**src/rtl/gcb_fifo.sv**
```systemverilog
// Two-entry register queue between the front and the back of the block.
// Generic in its data width; push and pop may happen in the same cycle.
// Depends on nothing else.
module gcb_fifo #(
  parameter int Width = 8
) (
  input  logic             clk_i,
  input  logic             rst_ni,
  input  logic             push_i,
  input  logic [Width-1:0] push_data_i,
  output logic             full_o,
  input  logic             pop_i,
  output logic [Width-1:0] pop_data_o,
  output logic             empty_o
);

  logic [Width-1:0] mem_q [2];
  logic             wr_ptr_q, wr_ptr_d;
  logic             rd_ptr_q, rd_ptr_d;
  logic [1:0]       count_q, count_d;

  assign full_o     = (count_q == 2'd2);
  assign empty_o    = (count_q == 2'd0);
  assign pop_data_o = mem_q[rd_ptr_q];

  // Pointer and fill count update.
  always_comb begin
    wr_ptr_d = push_i ? ~wr_ptr_q : wr_ptr_q;
    rd_ptr_d = pop_i ? ~rd_ptr_q : rd_ptr_q;
    count_d  = count_q + 2'(push_i) - 2'(pop_i);
  end

  always_ff @(posedge clk_i or negedge rst_ni) begin
    if (!rst_ni) begin
      wr_ptr_q <= 1'b0;
      rd_ptr_q <= 1'b0;
      count_q  <= 2'd0;
    end else begin
      wr_ptr_q <= wr_ptr_d;
      rd_ptr_q <= rd_ptr_d;
      count_q  <= count_d;
    end
  end

  // Entry storage needs no reset.
  always_ff @(posedge clk_i) begin
    if (push_i) mem_q[wr_ptr_q] <= push_data_i;
  end

endmodule

```
**config.mk**
```make
export PLATFORM = sky130hd
export DESIGN_NAME = gcb_fifo
export DESIGN_NICKNAME = d
export VERILOG_FILES = /design/src/rtl/gcb_fifo.sv
export SDC_FILE = /design/constraint.sdc
export NUM_CORES = 1
export LEC_CHECK = 0
export BUFFER_PORTS_ARGS = -buffer_cell sky130_fd_sc_hd__buf_2
export CORE_MARGIN = 3
export CORE_UTILIZATION = 35
export DETAILED_ROUTE_END_ITERATION = 7
export MAX_ROUTING_LAYER = met4
export SLEW_MARGIN = 5
export SYNTH_ARGS = -nofsm -noshare
export SYNTH_HDL_FRONTEND = slang
export SYNTH_SLANG_ARGS = --single-unit
```
**constraint.sdc**
```tcl
create_clock -name clk_i -period 1.6 [get_ports clk_i]
set_clock_uncertainty 0.2 [all_clocks]
set_input_delay 0.32 -clock clk_i [delete_from_list [all_inputs] [get_ports clk_i]]
set_output_delay 0.32 -clock clk_i [all_outputs]
set_load 0.01 [all_outputs]
```
==> flow_summary.ini <==
[run_status]
status = complete, but fails checks
violations_in_the_final_reports = setup timing

[clock_tree]
clkLatencyLatePin_ns = 0.29
clk_pin_slew_ns = 0.11
clkSinkCount = 20
cts-root-buf = clkbuf_4
cts_tree = done
clock_path_buffers = 2
cts_buffers = 3
htreeDepth = 1

[worst_hold_path]
timing.hold.worst_endpoint = wr_ptr_q$_DFFE_PN0P_
timing.hold.worst.start = push_i
hold-path-cell-count = 2
min-delay-path-class = primary input to flip-flop

[place]
port_buffers = 21
placedInstanceArea_sq_um = 950.9
gp_routability_congestion = 0.6506
detailedPlacementHpwl_microns = 865.1

[detailed_routing]
firstDrtPassIters = 2
drtAntennaViolNets = 0
wirelength_per_cell_microns = 12.18
wl_microns = 1303
maxUsedRoutingLayer = met4
detail_route.vias_per_cell = 4.280
m1WireLength_microns = 509
routed-wl-met2_microns = 700
vias = 458
post-route-drc-count = 0
met3WireLength_microns = 70
first_iter_violations = 4

[layout]
final_cell_mix = 16 x edfxtp_1, 13 x buf_2, 10 x dlygate4sd3_1, 10 x buf_6, 8 x mux2_4
area.growth.synth_to_final_pct = 47.83
final_common_cell = edfxtp_1
antennaDiodeCount = 0
design.final.nets = 95
postLayoutCellArea_sq_um = 1195
post_route_cells_drive_above_1_share = 0.5125
finalCoreUtilization = 0.5795

[power]
worst_ir_drop_vdd_v = 0.0009055
power_report.internal_total_mw = 1.482
combinational_power_share = 0.410
clock_network_power_share = 0.201
power.leakage_nw = 0.5243
p_sw_frac = 0.2571
p_seq_frac = 0.389
power-per-cell-area_nw_per_um2 = 1670
net_switching_power_of_the_design_uw = 512.9

[sta]
finalMaxSlewViolations = 0
maximum_clock_frequency_ghz = 0.5497
slew_headroom = 0.9170
setup_violations = 8
slack_of_the_critical_path_ns = -0.2191
rsz0062_at_grt = yes
layout_worst_path_cycle_share = 1.137
tightest_slew_ns = 0.1246
post-route-min-period_ns = 1.819
hold_viol_final = 0

[global_route]
number_of_antenna_violations_at_the_first_check_in_global_routing = 0
grt_max_degree = 13
grt.overflow.total = 0
grt_pass1_vias = 503
globalRouteTotalUtil = 0.1124
grt_pass1_wl_microns = 2104

[synthesis]
synth.yosys.warnings = 0
synth_cell_type_count = 11
synth-seq-cells = 20
synth_sequential_area_ratio = 0.7183
netlist_instances = 40
synthesis.nets = 54
syn-mean-instance-area_sq_um = 20.21
mappedNetlistArea_sq_um = 808.3

[die]
initial_core_util = 0.3920
fp-row-count = 16
die_height_microns = 54.06
die_area_sq_um = 2922
io-pin-count = 22
die_width_microns = 54.06
placeableCoreArea_sq_um = 2062

[flow_run]
drv.max_cap_violation_count = 0

[setup_path]
critical_path.startpoint_type = flip-flop
cp_data_arrival_time_ns = 1.30
timing.critical_path.fanout_max = 5
regToRegStartpoint = count_q[0]$_DFF_PN0_
r2r_end = count_q[1]$_DFF_PN0_
timing.reg2reg.setup_slack_ns = 0.17
worst_path_largest_cell_delay_ns = 0.44
rr_worst_depth = 5
critical_path.cell_chain = buf_6 > mux2_4 > buf_6
endpoint_kind = output port
cpMostUsedCell = buf_6
worstSetupPathType = flip-flop to output port
crit_path_top_delay_cell = dfrtp_2
cp_data_required_time_ns = 1.08
==> flip-flops by register name, summed over array words and instances, names as in the netlist <==
name and count:
count_q 2, mem_q 16, rd_ptr_q 1, wr_ptr_q 1
==> how the worst max path moves through the flow <==
stage / startpoint / end / slack (ns) / cells past startpoint
global placement: rd_ptr_q$_DFFE_PN0P_ / pop_data_o[7] / -0.06 / 2
floorplan: wr_ptr_q$_DFFE_PN0P_ / mem_q[0][0]$_DFFE_PP_ / 0.24 / 1
detailed placement: rd_ptr_q$_DFFE_PN0P_ / pop_data_o[7] / -0.07 / 2
finish: rd_ptr_q$_DFFE_PN0P_ / pop_data_o[7] / -0.22 / 3
CTS: rd_ptr_q$_DFFE_PN0P_ / pop_data_o[7] / -0.23 / 3
global route: rd_ptr_q$_DFFE_PN0P_ / pop_data_o[7] / -0.28 / 3
==> logic make-up after synthesis <==
logic type | after synthesis | share of synthesized area
adders and majority gates | 2 | 0.03095
and+or+nand+nor | 4 | 0.02786
DFF | 20 | 0.7183
xor gates and xnor gates | 3 | 0.05108
muxes | 8 | 0.1486
buffers and inverters | 3 | 0.02322
==> what timing repair did <==
| action | 4_1_cts | 5_1_grt |
|---|---|---|
| endpoints found under the hold margin | 21 | 0 |
| buffers inserted | 3 | 1 |
| resized for setup | 13 | 1 |
| hold buffers | 10 | 0 |
| endpoints found under the setup margin | 8 | 9 |
==> routing by layer <==
layer,up-vias,track usage
li1,226,-
met1,214,0.1044
met2,15,0.2036
met3,3,0.04155
met4,0,0.04979
met5,-,-
==> power groups by stage <==
stage	clock [mW]	combinational, mW	sequential (mW)
after floorplan	0	0.439	0.763
after CTS	0.420	0.802	0.773
after global placement	0	0.534	0.829
after global routing	0.439	0.881	0.793
after detailed placement	0	0.539	0.835
final	0.401	0.817	0.776
==> cell usage after synthesis, drive strengths merged <==
library cell | n | area (sq um)
inv | 2 | 7.510
edfxtp | 16 | 480.5
nor2 | 1 | 3.750
nor2b | 2 | 12.51
dfrtp | 4 | 100.1
ha | 2 | 25.02
and2 | 1 | 6.260
xor2 | 2 | 17.52
buf | 1 | 11.26
mux2 | 8 | 120.1
xor3 | 1 | 23.77
==> through the flow <==
step,worst slack [ns],power [mW],hold WS (ns),TNS (ns),cells
after floorplan,0.2383,1.202,-0.1756,0,40
after CTS,-0.2302,1.995,0.02151,-1.769,106
final,-0.2191,1.995,0.03555,-1.698,107
after detailed placement,-0.06526,1.374,-0.06550,-0.4736,89
after global routing,-0.2811,2.113,0.03250,-2.173,107
after global placement,-0.05898,1.363,-0.06648,-0.4302,89
==> area by class of cell <==
class / instances / area (sq um)
sequential: 20 / 581.8
tap: 27 / 33.78
inverter: 2 / 7.507
timing repair buffer: 37 / 307.8
fill: 171 / 867.1
clock buffer: 3 / 22.52
multi-input combinational: 17 / 211.5
clock inverter: 1 / 30.03
==> critical path, delay by kind of cell, from the launching register on <==
kind,cells,cell delay (ns)
buffers and inverters,2,0.26
DFF,1,0.44
muxes,1,0.30
Note: power is estimated with default switching activity, not from simulation.
