File: src/rtl/gcb_pkg.sv
// Shared types for the generator coordinate bound block.
// Holds the row classification codes, the bound kind codes and the control structs.
// Used by the front, back and result modules and the top level; depends on nothing else.
package gcb_pkg;

  // Classification of one generator row, decided at the front.
  typedef enum logic [2:0] {
    OP_NONE    = 3'd0,
    OP_LINE    = 3'd1,
    OP_RAY_POS = 3'd2,
    OP_RAY_NEG = 3'd3,
    OP_VERTEX  = 3'd4
  } op_e;

  // Kind of one side of the interval.
  typedef enum logic [1:0] {
    KIND_FINITE = 2'd0,
    KIND_INF    = 2'd1,
    KIND_EMPTY  = 2'd2
  } kind_e;

  // Control part of a classified row.
  typedef struct packed {
    op_e  op;
    logic last;
  } row_ctl_t;

  // Kinds of both sides of a finished interval.
  typedef struct packed {
    kind_e low_kind;
    kind_e high_kind;
  } kinds_t;

endpackage

File: src/rtl/gcb_front.sv
// Front of the generator coordinate bound block: classifies each incoming row.
// Narrows the coefficients to the working width and decides the row's effect.
// Depends on gcb_pkg.
module gcb_front #(
  parameter int CoefWidth = 32
) (
  input  logic                        strict_mode_i,
  input  logic                        row_is_line_i,
  input  logic                        eps_nonzero_i,
  input  logic [30:0]                 denom_i,
  input  logic [31:0]                 coord_i,
  input  logic                        last_row_i,
  output gcb_pkg::row_ctl_t           ctl_o,
  output logic signed [CoefWidth-1:0] coord_o,
  output logic [CoefWidth-2:0]        den_o
);
  import gcb_pkg::*;

  logic signed [CoefWidth-1:0] coord_w;
  logic [CoefWidth-2:0]        den_w;

  // Only the low bits of each coefficient take part.
  assign coord_w = $signed(coord_i[CoefWidth-1:0]);
  assign den_w   = denom_i[CoefWidth-2:0];

  // Decide what the row does to the running interval.
  always_comb begin
    ctl_o.last = last_row_i;
    ctl_o.op   = OP_NONE;
    if (!(strict_mode_i && eps_nonzero_i)) begin
      if (row_is_line_i) begin
        if (coord_w != '0) ctl_o.op = OP_LINE;
      end else if (den_w == '0) begin
        if (coord_w > 0) begin
          ctl_o.op = OP_RAY_POS;
        end else if (coord_w < 0) begin
          ctl_o.op = OP_RAY_NEG;
        end
      end else begin
        ctl_o.op = OP_VERTEX;
      end
    end
  end

  assign coord_o = coord_w;
  assign den_o   = den_w;

endmodule

File: config.mk
export PLATFORM = sky130hd
export DESIGN_NAME = gcb_front
export DESIGN_NICKNAME = d
export VERILOG_FILES = /design/src/rtl/gcb_pkg.sv /design/src/rtl/gcb_front.sv
export SDC_FILE = /design/constraint.sdc
export NUM_CORES = 1
export LEC_CHECK = 0
export BUFFER_PORTS_ARGS = -buffer_cell sky130_fd_sc_hd__buf_2
export CORE_MARGIN = 3
export CORE_UTILIZATION = 26
export DETAILED_ROUTE_END_ITERATION = 6
export PLACE_DENSITY = 0.89
export SLEW_MARGIN = 25
export SYNTH_ARGS = -nofsm -noshare
export SYNTH_HDL_FRONTEND = slang
export SYNTH_SLANG_ARGS = --single-unit
File: constraint.sdc
create_clock -name vclk -period 2.3
set_clock_uncertainty 0.1 [all_clocks]
set_input_delay 0.46 -clock vclk [all_inputs]
set_output_delay 0.46 -clock vclk [all_outputs]
set_load 0.01 [all_outputs]
==> impl_metrics.toml, run 1 <==
[timing]
fin_hold_ws_ps = 820.1
grt_setup_unrepaired = "true"
tightest_slew_ps = 299.8
slew_viol_final = 0
fin_crit_ps = 2327
fmax_mhz = 429.7
max_slew_margin_pct = 79.83
hold_violations = 0
post-route-period-util_pct = 101.2
setup_ws_ps = -27.44
tns_ps = -27.44
setup_violations = 1

[floorplanning]
rows = 17
io_pins = 134
die-width_um = 56.41
die-height_um = 56.41
fp.coreArea_mm2 = 0.002318
dieArea_mm2 = 0.003182
floorplan.initialDensity_pct = 28.49

[logic_synthesis]
synth.distinct_cells = 12
yosysTopAreaCell = "buf_4"
synth_fp_nets = 160
synthTopCellsByArea = "buf_4 73%, nor4_1 13%, nand4_1 3.8%, nor4_2 1.9%, nor3_1 1.5%"
yosys_warnings = 0
synthesis.instances = 93
seq_area_frac_synth_pct = 0
syn_avg_cell_area_um2 = 7.104
syn_area_um2 = 660.6
synth_top_area_share_pct = 72.73

[route]
wl_per_cell_um = 11.64
ant_nets = 0
vias = 843
first_pass_iters = 2
drt_iter0_markers = 5
avgViaCountPerCell = 4.345
drc = 0
wl_um = 2258

[finish]
layout.area.seq_um2 = 0
nets = 235
layout_commonest_cell = "buf_2"
layout.cells.most_common_list = "127 x buf_2, 10 x nor4_1, 5 x buf_6, 5 x buf_4, 4 x nand4_1"
seq_cell_count = 0
num_antenna_cells = 0
nClkBuffers = 0
final_layout_size_suffix_gt1_share_pct = 87.95
layout-area-overhead-vs-synth_pct = 52.84
fillers = 259

[placement]
portBuffers = 132
place.gp.congestion = 0.6873
dp_hpwl_um = 2115

[worst_setup_path]
end_kind = "primary output"
required_ps = 1740
critPathLaunchType = "input pin"
worstSetupPathType = "input pin to primary output"
crit_fanout = 2
cp.arrival_ps = 1770

[hold_path]
hold_path.class = "input pin to primary output"
min_to = "ctl_o[0]"
whs_path_depth = 0
hold_start = "last_row_i"

[run]
maxCapViolations = 0

[power_and_ir_drop]
p_per_area_mw_per_mm2 = 185.5
p_leak_nw = 0.5818
ir_drop_v = 0.0001121

[clock_tree]
hold_buffers = 0

[global_routing]
grt_pass1_vias = 799
grt_max_degree = 5
grt_pass1_wl_um = 3346
antenna_found_initial = 0
grt_use_total_pct = 12.17
grt_remaining_overflow = 0

[outcome]
outcome = "complete, but fails checks"
violations = "setup timing"
[what timing repair did]
item | 4_1_cts | 5_1_grt
setup endpoints to repair | 1 | 2
buffers inserted | 1 | 0
resized for setup | 9 | 6
pin swaps | 6 | 2
[cell type report]
| cell class | instances | area, µm² | area share [%] |
|---|---|---|---|
| well taps | 28 | 35.03 | 3.470 |
| inverters | 1 | 5.005 | 0.4957 |
| repair buffers | 137 | 729.5 | 72.24 |
| multi-input cells | 28 | 240.2 | 23.79 |
[worst max-delay path by stage]
stage	slack [ps]	from	end	cells past startpoint
6_report	-30	denom_i[9]	ctl_o[1]	6
5_1_grt	-120	denom_i[7]	ctl_o[1]	6
4_1_cts	-100	denom_i[12]	ctl_o[1]	6
3_5_place_dp	-160	denom_i[6]	ctl_o[1]	6
3_3_place_gp	-110	denom_i[6]	ctl_o[1]	6
2_1_floorplan	200	denom_i[9]	ctl_o[1]	4
[worst max-delay path: stages]
cell,delay [ps]
buf_2,110
nor4_2,250
nand4_1,170
or4_4,510
a21oi_2,130
buf_2,140
[per-stage QoR]
stage	instance area [µm²]	cells	worst slack, ps	total power, mW	util (%)
detailed placement	905.9	193	-164.0	0.1736	39.07
floorplan	660.6	93	198.6	0.1243	-
global placement	905.9	193	-109.1	0.1716	39.07
CTS	974.7	194	-103.1	0.1840	42.04
global route	1010	194	-115.1	0.2039	43.55
finish	1010	194	-27.44	0.1873	43.55
[cell usage after synthesis]
master      instances
a21oi_1             1
and2_1              1
buf_4              64
clkinvlp_2          1
nand4_1             4
nor2_1              2
nor3_1              2
nor4_1             14
nor4_2              1
nor4b_1             1
o21ai_0             1
or4_1               1
[routing by layer]
layer | track usage [%] | vias to the layer above | share of wire [%]
li1 | - | 409 | -
met1 | 12.38 | 358 | 30
met2 | 25.88 | 76 | 53
met3 | 2.759 | 0 | 17
met4 | 0 | 0 | 0
met5 | 0 | - | 0
[logic make-up (layout without fill, tap and decap cells)]
family | after synthesis | count (layout) | share of synthesized area [%]
and+or+nand+nor | 26 | 26 | 25.00
buffers and inverters | 65 | 138 | 73.48
AOI/OAI and AO/OA | 2 | 2 | 1.514
[report_power, final]
group	switching [mW]	internal [mW]	total (mW)	leakage, nW
clock network	0	0	0	0
logic	0.0922	0.0952	0.187	0.582
registers	0	0	0	0
Power figures use the tool's default switching activity.
==> run 2, diff against run 1 <==
--- a/config.mk
+++ b/config.mk
@@ -9,6 +9,7 @@
 export CORE_MARGIN = 3
 export CORE_UTILIZATION = 26
 export DETAILED_ROUTE_END_ITERATION = 6
+export GPL_TIMING_DRIVEN = 0
 export PLACE_DENSITY = 0.89
 export SLEW_MARGIN = 25
 export SYNTH_ARGS = -nofsm -noshare
==> run 2 against run 1 <==
Against the previous run: combinational power increased by 41%; die area unchanged; total power is 40% higher; non-clock buffer count grew 61; hold slack gained 190 ps; cell area grew 42%; maximum frequency grew 0.60%; largest cell class unchanged; sequential cell count stayed put; critical path depth did not move; worst setup slack better by 14 ps; critical path type unchanged; final cell count is 31% higher; the flow still finishes with violations (setup timing).
==> impl_metrics.toml, run 2 (synthesis gave the netlist of run 1 again) <==
[timing]
hold_violations = 0
fin_crit_ps = 2313
setup_ws_ps = -13.46
max_slew_margin_pct = 80.27
tightest_slew_ps = 293.3
post-route-period-util_pct = 100.6
setup_violations = 1
fmax_mhz = 432.3
grt_setup_unrepaired = "true"
slew_viol_final = 0

[route]
wl_met1_um = 887
ant_nets = 0
wl_met2_um = 1425
wl_met3_um = 387
wl_um = 2700
drc = 0
top_layer = "met3"
vias = 1049
avgViaCountPerCell = 4.114
drt_iter0_markers = 10
wl_per_cell_um = 10.59
first_pass_iters = 3

[placement]
dp_hpwl_um = 2485
place.gp.congestion = 0.6926
place_area_mm2 = 0.001361
portBuffers = 133

[finish]
final_layout_size_suffix_gt1_share_pct = 89.43
fin_area_mm2 = 0.001436
fin_util_pct = 61.95
nets = 296
layout.area.seq_um2 = 0
nClkBuffers = 0
layout_commonest_cell = "buf_2"
seq_cell_count = 0
layout.cells.most_common_list = "128 x buf_2, 65 x buf_4, 11 x nor4_1, 5 x buf_6, 4 x nand4_1"
num_antenna_cells = 0
multi_input_comb_area_um2 = 211.5
layout-area-overhead-vs-synth_pct = 117.4
fillers = 220

[floorplanning]
die-width_um = 56.41
die-height_um = 56.41
dieArea_mm2 = 0.003182
rows = 17
io_pins = 134
floorplan.initialDensity_pct = 28.49
fp.coreArea_mm2 = 0.002318

[power_and_ir_drop]
ir_drop_v = 0.0001218
switchingPower_mw = 0.1052
cell_internal_pwr_mw = 0.1577
switching_share_pct = 40.01
p_leak_nw = 0.8698
pwr-share-clk_pct = 0
p_comb_share_pct = 100.0
seqPwrFrac_pct = 0
p_per_area_mw_per_mm2 = 183.0

[outcome]
outcome = "complete, but fails checks"
violations = "setup timing"

[global_routing]
grt_pass1_vias = 1096
grt_remaining_overflow = 0
grt_use_total_pct = 15.71
antenna_found_initial = 0
grt_max_degree = 5
grt_pass1_wl_um = 4326

[worst_setup_path]
critPathLaunchType = "input pin"
cp_cell_sequence = "buf_2 > nor4_2 > nand4_1 > or4_1 > a21oi_1 > buf_2"
cpMaxStageDelayCell = "or4_1"
cpMostUsedCell = "buf_2"
end_kind = "primary output"
cpPeakStageDelay_ps = 490
required_ps = 1740
worstSetupPathType = "input pin to primary output"
cp.arrival_ps = 1750
crit_fanout = 2

[run]
maxCapViolations = 0

[hold_path]
hold_path.class = "input pin to primary output"
[run 2: cell types whose count changed in the layout (fill, tap and decap cells not counted), sizes merged]
cell / previous run / this run
buf: 137 / 198
[run 2: layer usage]
metal  vias up  track usage (%)
met5         -                0
met4         0                0
met3         0            4.368
met2        76            32.22
met1       440            16.46
li1        533                -
[run 2: power by group through the flow]
stage	Clock, mW	Combinational (mW)	Sequential, mW
2_1_floorplan	0	0.124	0
3_3_place_gp	0	0.249	0
3_5_place_dp	0	0.253	0
4_1_cts	0	0.263	0
5_1_grt	0	0.286	0
6_report	0	0.263	0
[run 2: what timing repair did]
item	CTS	global route
pin swaps	6	3
buffers inserted	1	0
hold buffers	0	0
setup endpoints to repair	1	2
gates resized for setup	9	2
[run 2: layout make-up]
| cell class | count | share of cell area (%) |
|---|---|---|
| repair buffers | 134 | 49.04 |
| plain buffers | 64 | 33.45 |
| multi-input cells | 28 | 14.72 |
| well taps | 28 | 2.439 |
| inverters | 1 | 0.3484 |
[run 2: final timing paths]
check | from | end | slack, ps | cells after the start
max | denom_i[30] | ctl_o[1] | -10 | 6
min | last_row_i | ctl_o[0] | 1010 | 2
[run 2: worst max-delay path, delay by kind of cell]
kind,cells,cell delay [ps]
simple gates,3,900
compound gates,1,130
buf+inv,2,260
[run 2: metrics by stage]
| step | hold WS (ps) | power [mW] | TNS [ps] | instances | worst slack (ps) |
|---|---|---|---|---|---|
| global placement | 1005 | 0.2491 | -123.7 | 254 | -123.7 |
| detailed placement | 1014 | 0.2526 | -122.8 | 254 | -122.8 |
| CTS | 1014 | 0.2628 | -90.25 | 255 | -90.25 |
| finish | 1013 | 0.2629 | -13.46 | 255 | -13.46 |
| floorplan | 871.0 | 0.1243 | 0 | 93 | 198.6 |
| global route | 1017 | 0.2860 | -242.5 | 255 | -125.4 |
==> run 3, diff against run 2 <==
--- a/config.mk
+++ b/config.mk
@@ -5,9 +5,10 @@
 export SDC_FILE = /design/constraint.sdc
 export NUM_CORES = 1
 export LEC_CHECK = 0
+export ABC_AREA = 1
 export BUFFER_PORTS_ARGS = -buffer_cell sky130_fd_sc_hd__buf_2
 export CORE_MARGIN = 3
-export CORE_UTILIZATION = 26
+export CORE_UTILIZATION = 28
 export DETAILED_ROUTE_END_ITERATION = 6
 export GPL_TIMING_DRIVEN = 0
 export PLACE_DENSITY = 0.89
==> run 3 against run 2 <==
Against the previous run: the flow now finishes without violations; synthesized cell count up 46%; die area rose by 5.9%; critical path depth up 3; count of clock-buffer cells in the layout stayed put; worst setup slack better by 420 ps; utilization decreased by 4.0 points; critical endpoint unchanged; largest cell class unchanged; highest routed layer unchanged.
==> impl_metrics.toml, run 3 <==
[logic_synthesis]
syn_avg_cell_area_um2 = 5.575
yosysTopAreaCell = "buf_4"
synthesis.instances = 136
synth.distinct_cells = 7
synthTopCellsByArea = "buf_4 63%, nor2_1 21%, nand2_1 12%, nor2_2 1.7%, inv_1 0.99%"
syn_area_um2 = 758.2
synth_top_area_share_pct = 63.37
synth_fp_nets = 203
seq_area_frac_synth_pct = 0
yosys_warnings = 0
synthTopCellsByCount = "64 x buf_4, 42 x nor2_1, 24 x nand2_1, 2 x inv_1, 2 x nor2_2"
synth_most_common_cell = "buf_4"

[finish]
layout.area.seq_um2 = 0
nClkBuffers = 0
final_layout_size_suffix_gt1_share_pct = 73.98
fillers = 258
seq_cell_count = 0
layout.cells.most_common_list = "133 x buf_2, 64 x buf_4, 42 x nor2_1, 24 x nand2_1"
nets = 338
layout_commonest_cell = "buf_2"
num_antenna_cells = 0
fin_area_mm2 = 0.001461
layout-area-overhead-vs-synth_pct = 92.74

[global_routing]
antenna_found_initial = 0
top_usage_layer = "met2"
grt_use_total_pct = 12.51
use_met2_pct = 25.97
grt_use_met1_pct = 13.10
grt_remaining_overflow = 0
grt_pass1_vias = 976
grt_max_degree = 5
use_met3_pct = 3.118
grt_pass1_wl_um = 3615

[power_and_ir_drop]
p_per_area_mw_per_mm2 = 177.4
cell_internal_pwr_mw = 0.1555
p_total_mw = 0.2593
switchingPower_mw = 0.1038
switching_share_pct = 40.03
p_comb_share_pct = 100.0
seqPwrFrac_pct = 0
ir_drop_v = 0.0001231
p_leak_nw = 0.9438
pwr-share-clk_pct = 0

[timing]
tightest_slew_ps = 140.7
tns_ps = 0
setup_violations = 0
max_slew_margin_pct = 90.55
fin_crit_ps = 1889
fmax_mhz = 529.4
slew_viol_final = 0
post-route-period-util_pct = 82.13
hold_violations = 0
grt_setup_unrepaired = "false"

[run]
maxCapViolations = 0

[clock_tree]
hold_buffers = 0
cts_setup_buffers = 0
cts-resized-gates = 0

[worst_setup_path]
cp_top_family = "simple AND/OR/NAND/NOR gates"
cp.arrival_ps = 1330
critPathLaunchType = "input pin"
cp_cell_sequence = "buf_2 > nor2_1 > nand2_1 > nor2_1 > nand2_1 > nor2_2 > a21oi_1 > nor2_2 > buf_2"
crit_fanout = 3
required_ps = 1740
critPathBufInv = 2
cpPeakStageDelay_ps = 150
worstSetupPathType = "input pin to primary output"
cpMaxStageDelayCell = "nor2_2"
end_kind = "primary output"

[outcome]
outcome = "completed"

[placement]
place.gp.congestion = 0.7213
portBuffers = 133
place_area_mm2 = 0.001461
dp_hpwl_um = 2382

[floorplanning]
fp.coreArea_mm2 = 0.002522
floorplan.initialDensity_pct = 30.06
die-height_um = 58.04
io_pins = 134
die-width_um = 58.04
rows = 18
dieArea_mm2 = 0.003369

[hold_path]
hold_path.class = "input pin to primary output"

[route]
drc = 0
wl_per_cell_um = 8.157
wl_um = 2439
ant_nets = 0
first_pass_iters = 2
drt_iter0_markers = 21
avgViaCountPerCell = 3.870
vias = 1157
==> run 3: changes by cell type after synthesis, sizes merged <==
cell      delta
nand2       +24
nor3         -1
o21ai        -1
or4          -1
inv          +2
clkinvlp     -1
nand4        -4
nor2        +42
nor4b        -1
nor4        -15
and2         -1
==> run 3: per-layer routing <==
layer  vias to the layer above  wire length [µm]
li1                        614                 -
met3                         0               438
met2                        79              1249
met1                       464               750
met5                         -                 0
met4                         0                 0
==> run 3: cells by family after synthesis <==
kind of cell | count (synthesis) | synth area share, %
simple gates | 69 | 34.98
compound gates | 1 | 0.6594
buf+inv | 66 | 64.36
==> run 3: path summary, 6_finish.rpt <==
kind	end	slack, ps	startpoint	cells after the start
min	ctl_o[0]	1000	last_row_i	2
max	ctl_o[1]	410	denom_i[23]	9
==> run 3: power groups by stage <==
stage	combinational [mW]	clock, mW	sequential [mW]
6_report	0.259	0	0
5_1_grt	0.285	0	0
4_1_cts	0.264	0	0
3_5_place_dp	0.263	0	0
3_3_place_gp	0.259	0	0
2_1_floorplan	0.136	0	0
==> run 3: final cells by class <==
cell class	count	area (µm²)	area share, %
well taps	30	37.54	2.568
inverters	2	7.507	0.5137
multi-input cells	70	270.3	18.49
plain buffers	64	480.5	32.88
repair buffers	133	665.6	45.55
==> run 3: stage by stage <==
stage / cells / utilization [%] / worst slack, ps / hold WS, ps
finish: 299 / 57.94 / 411.1 / 1004
global route: 299 / 57.94 / 288.7 / 1009
CTS: 299 / 57.94 / 390.5 / 1006
detailed placement: 299 / 57.94 / 390.5 / 1006
global placement: 299 / 57.94 / 391.9 / 1005
floorplan: 136 / - / 657.9 / 874.4
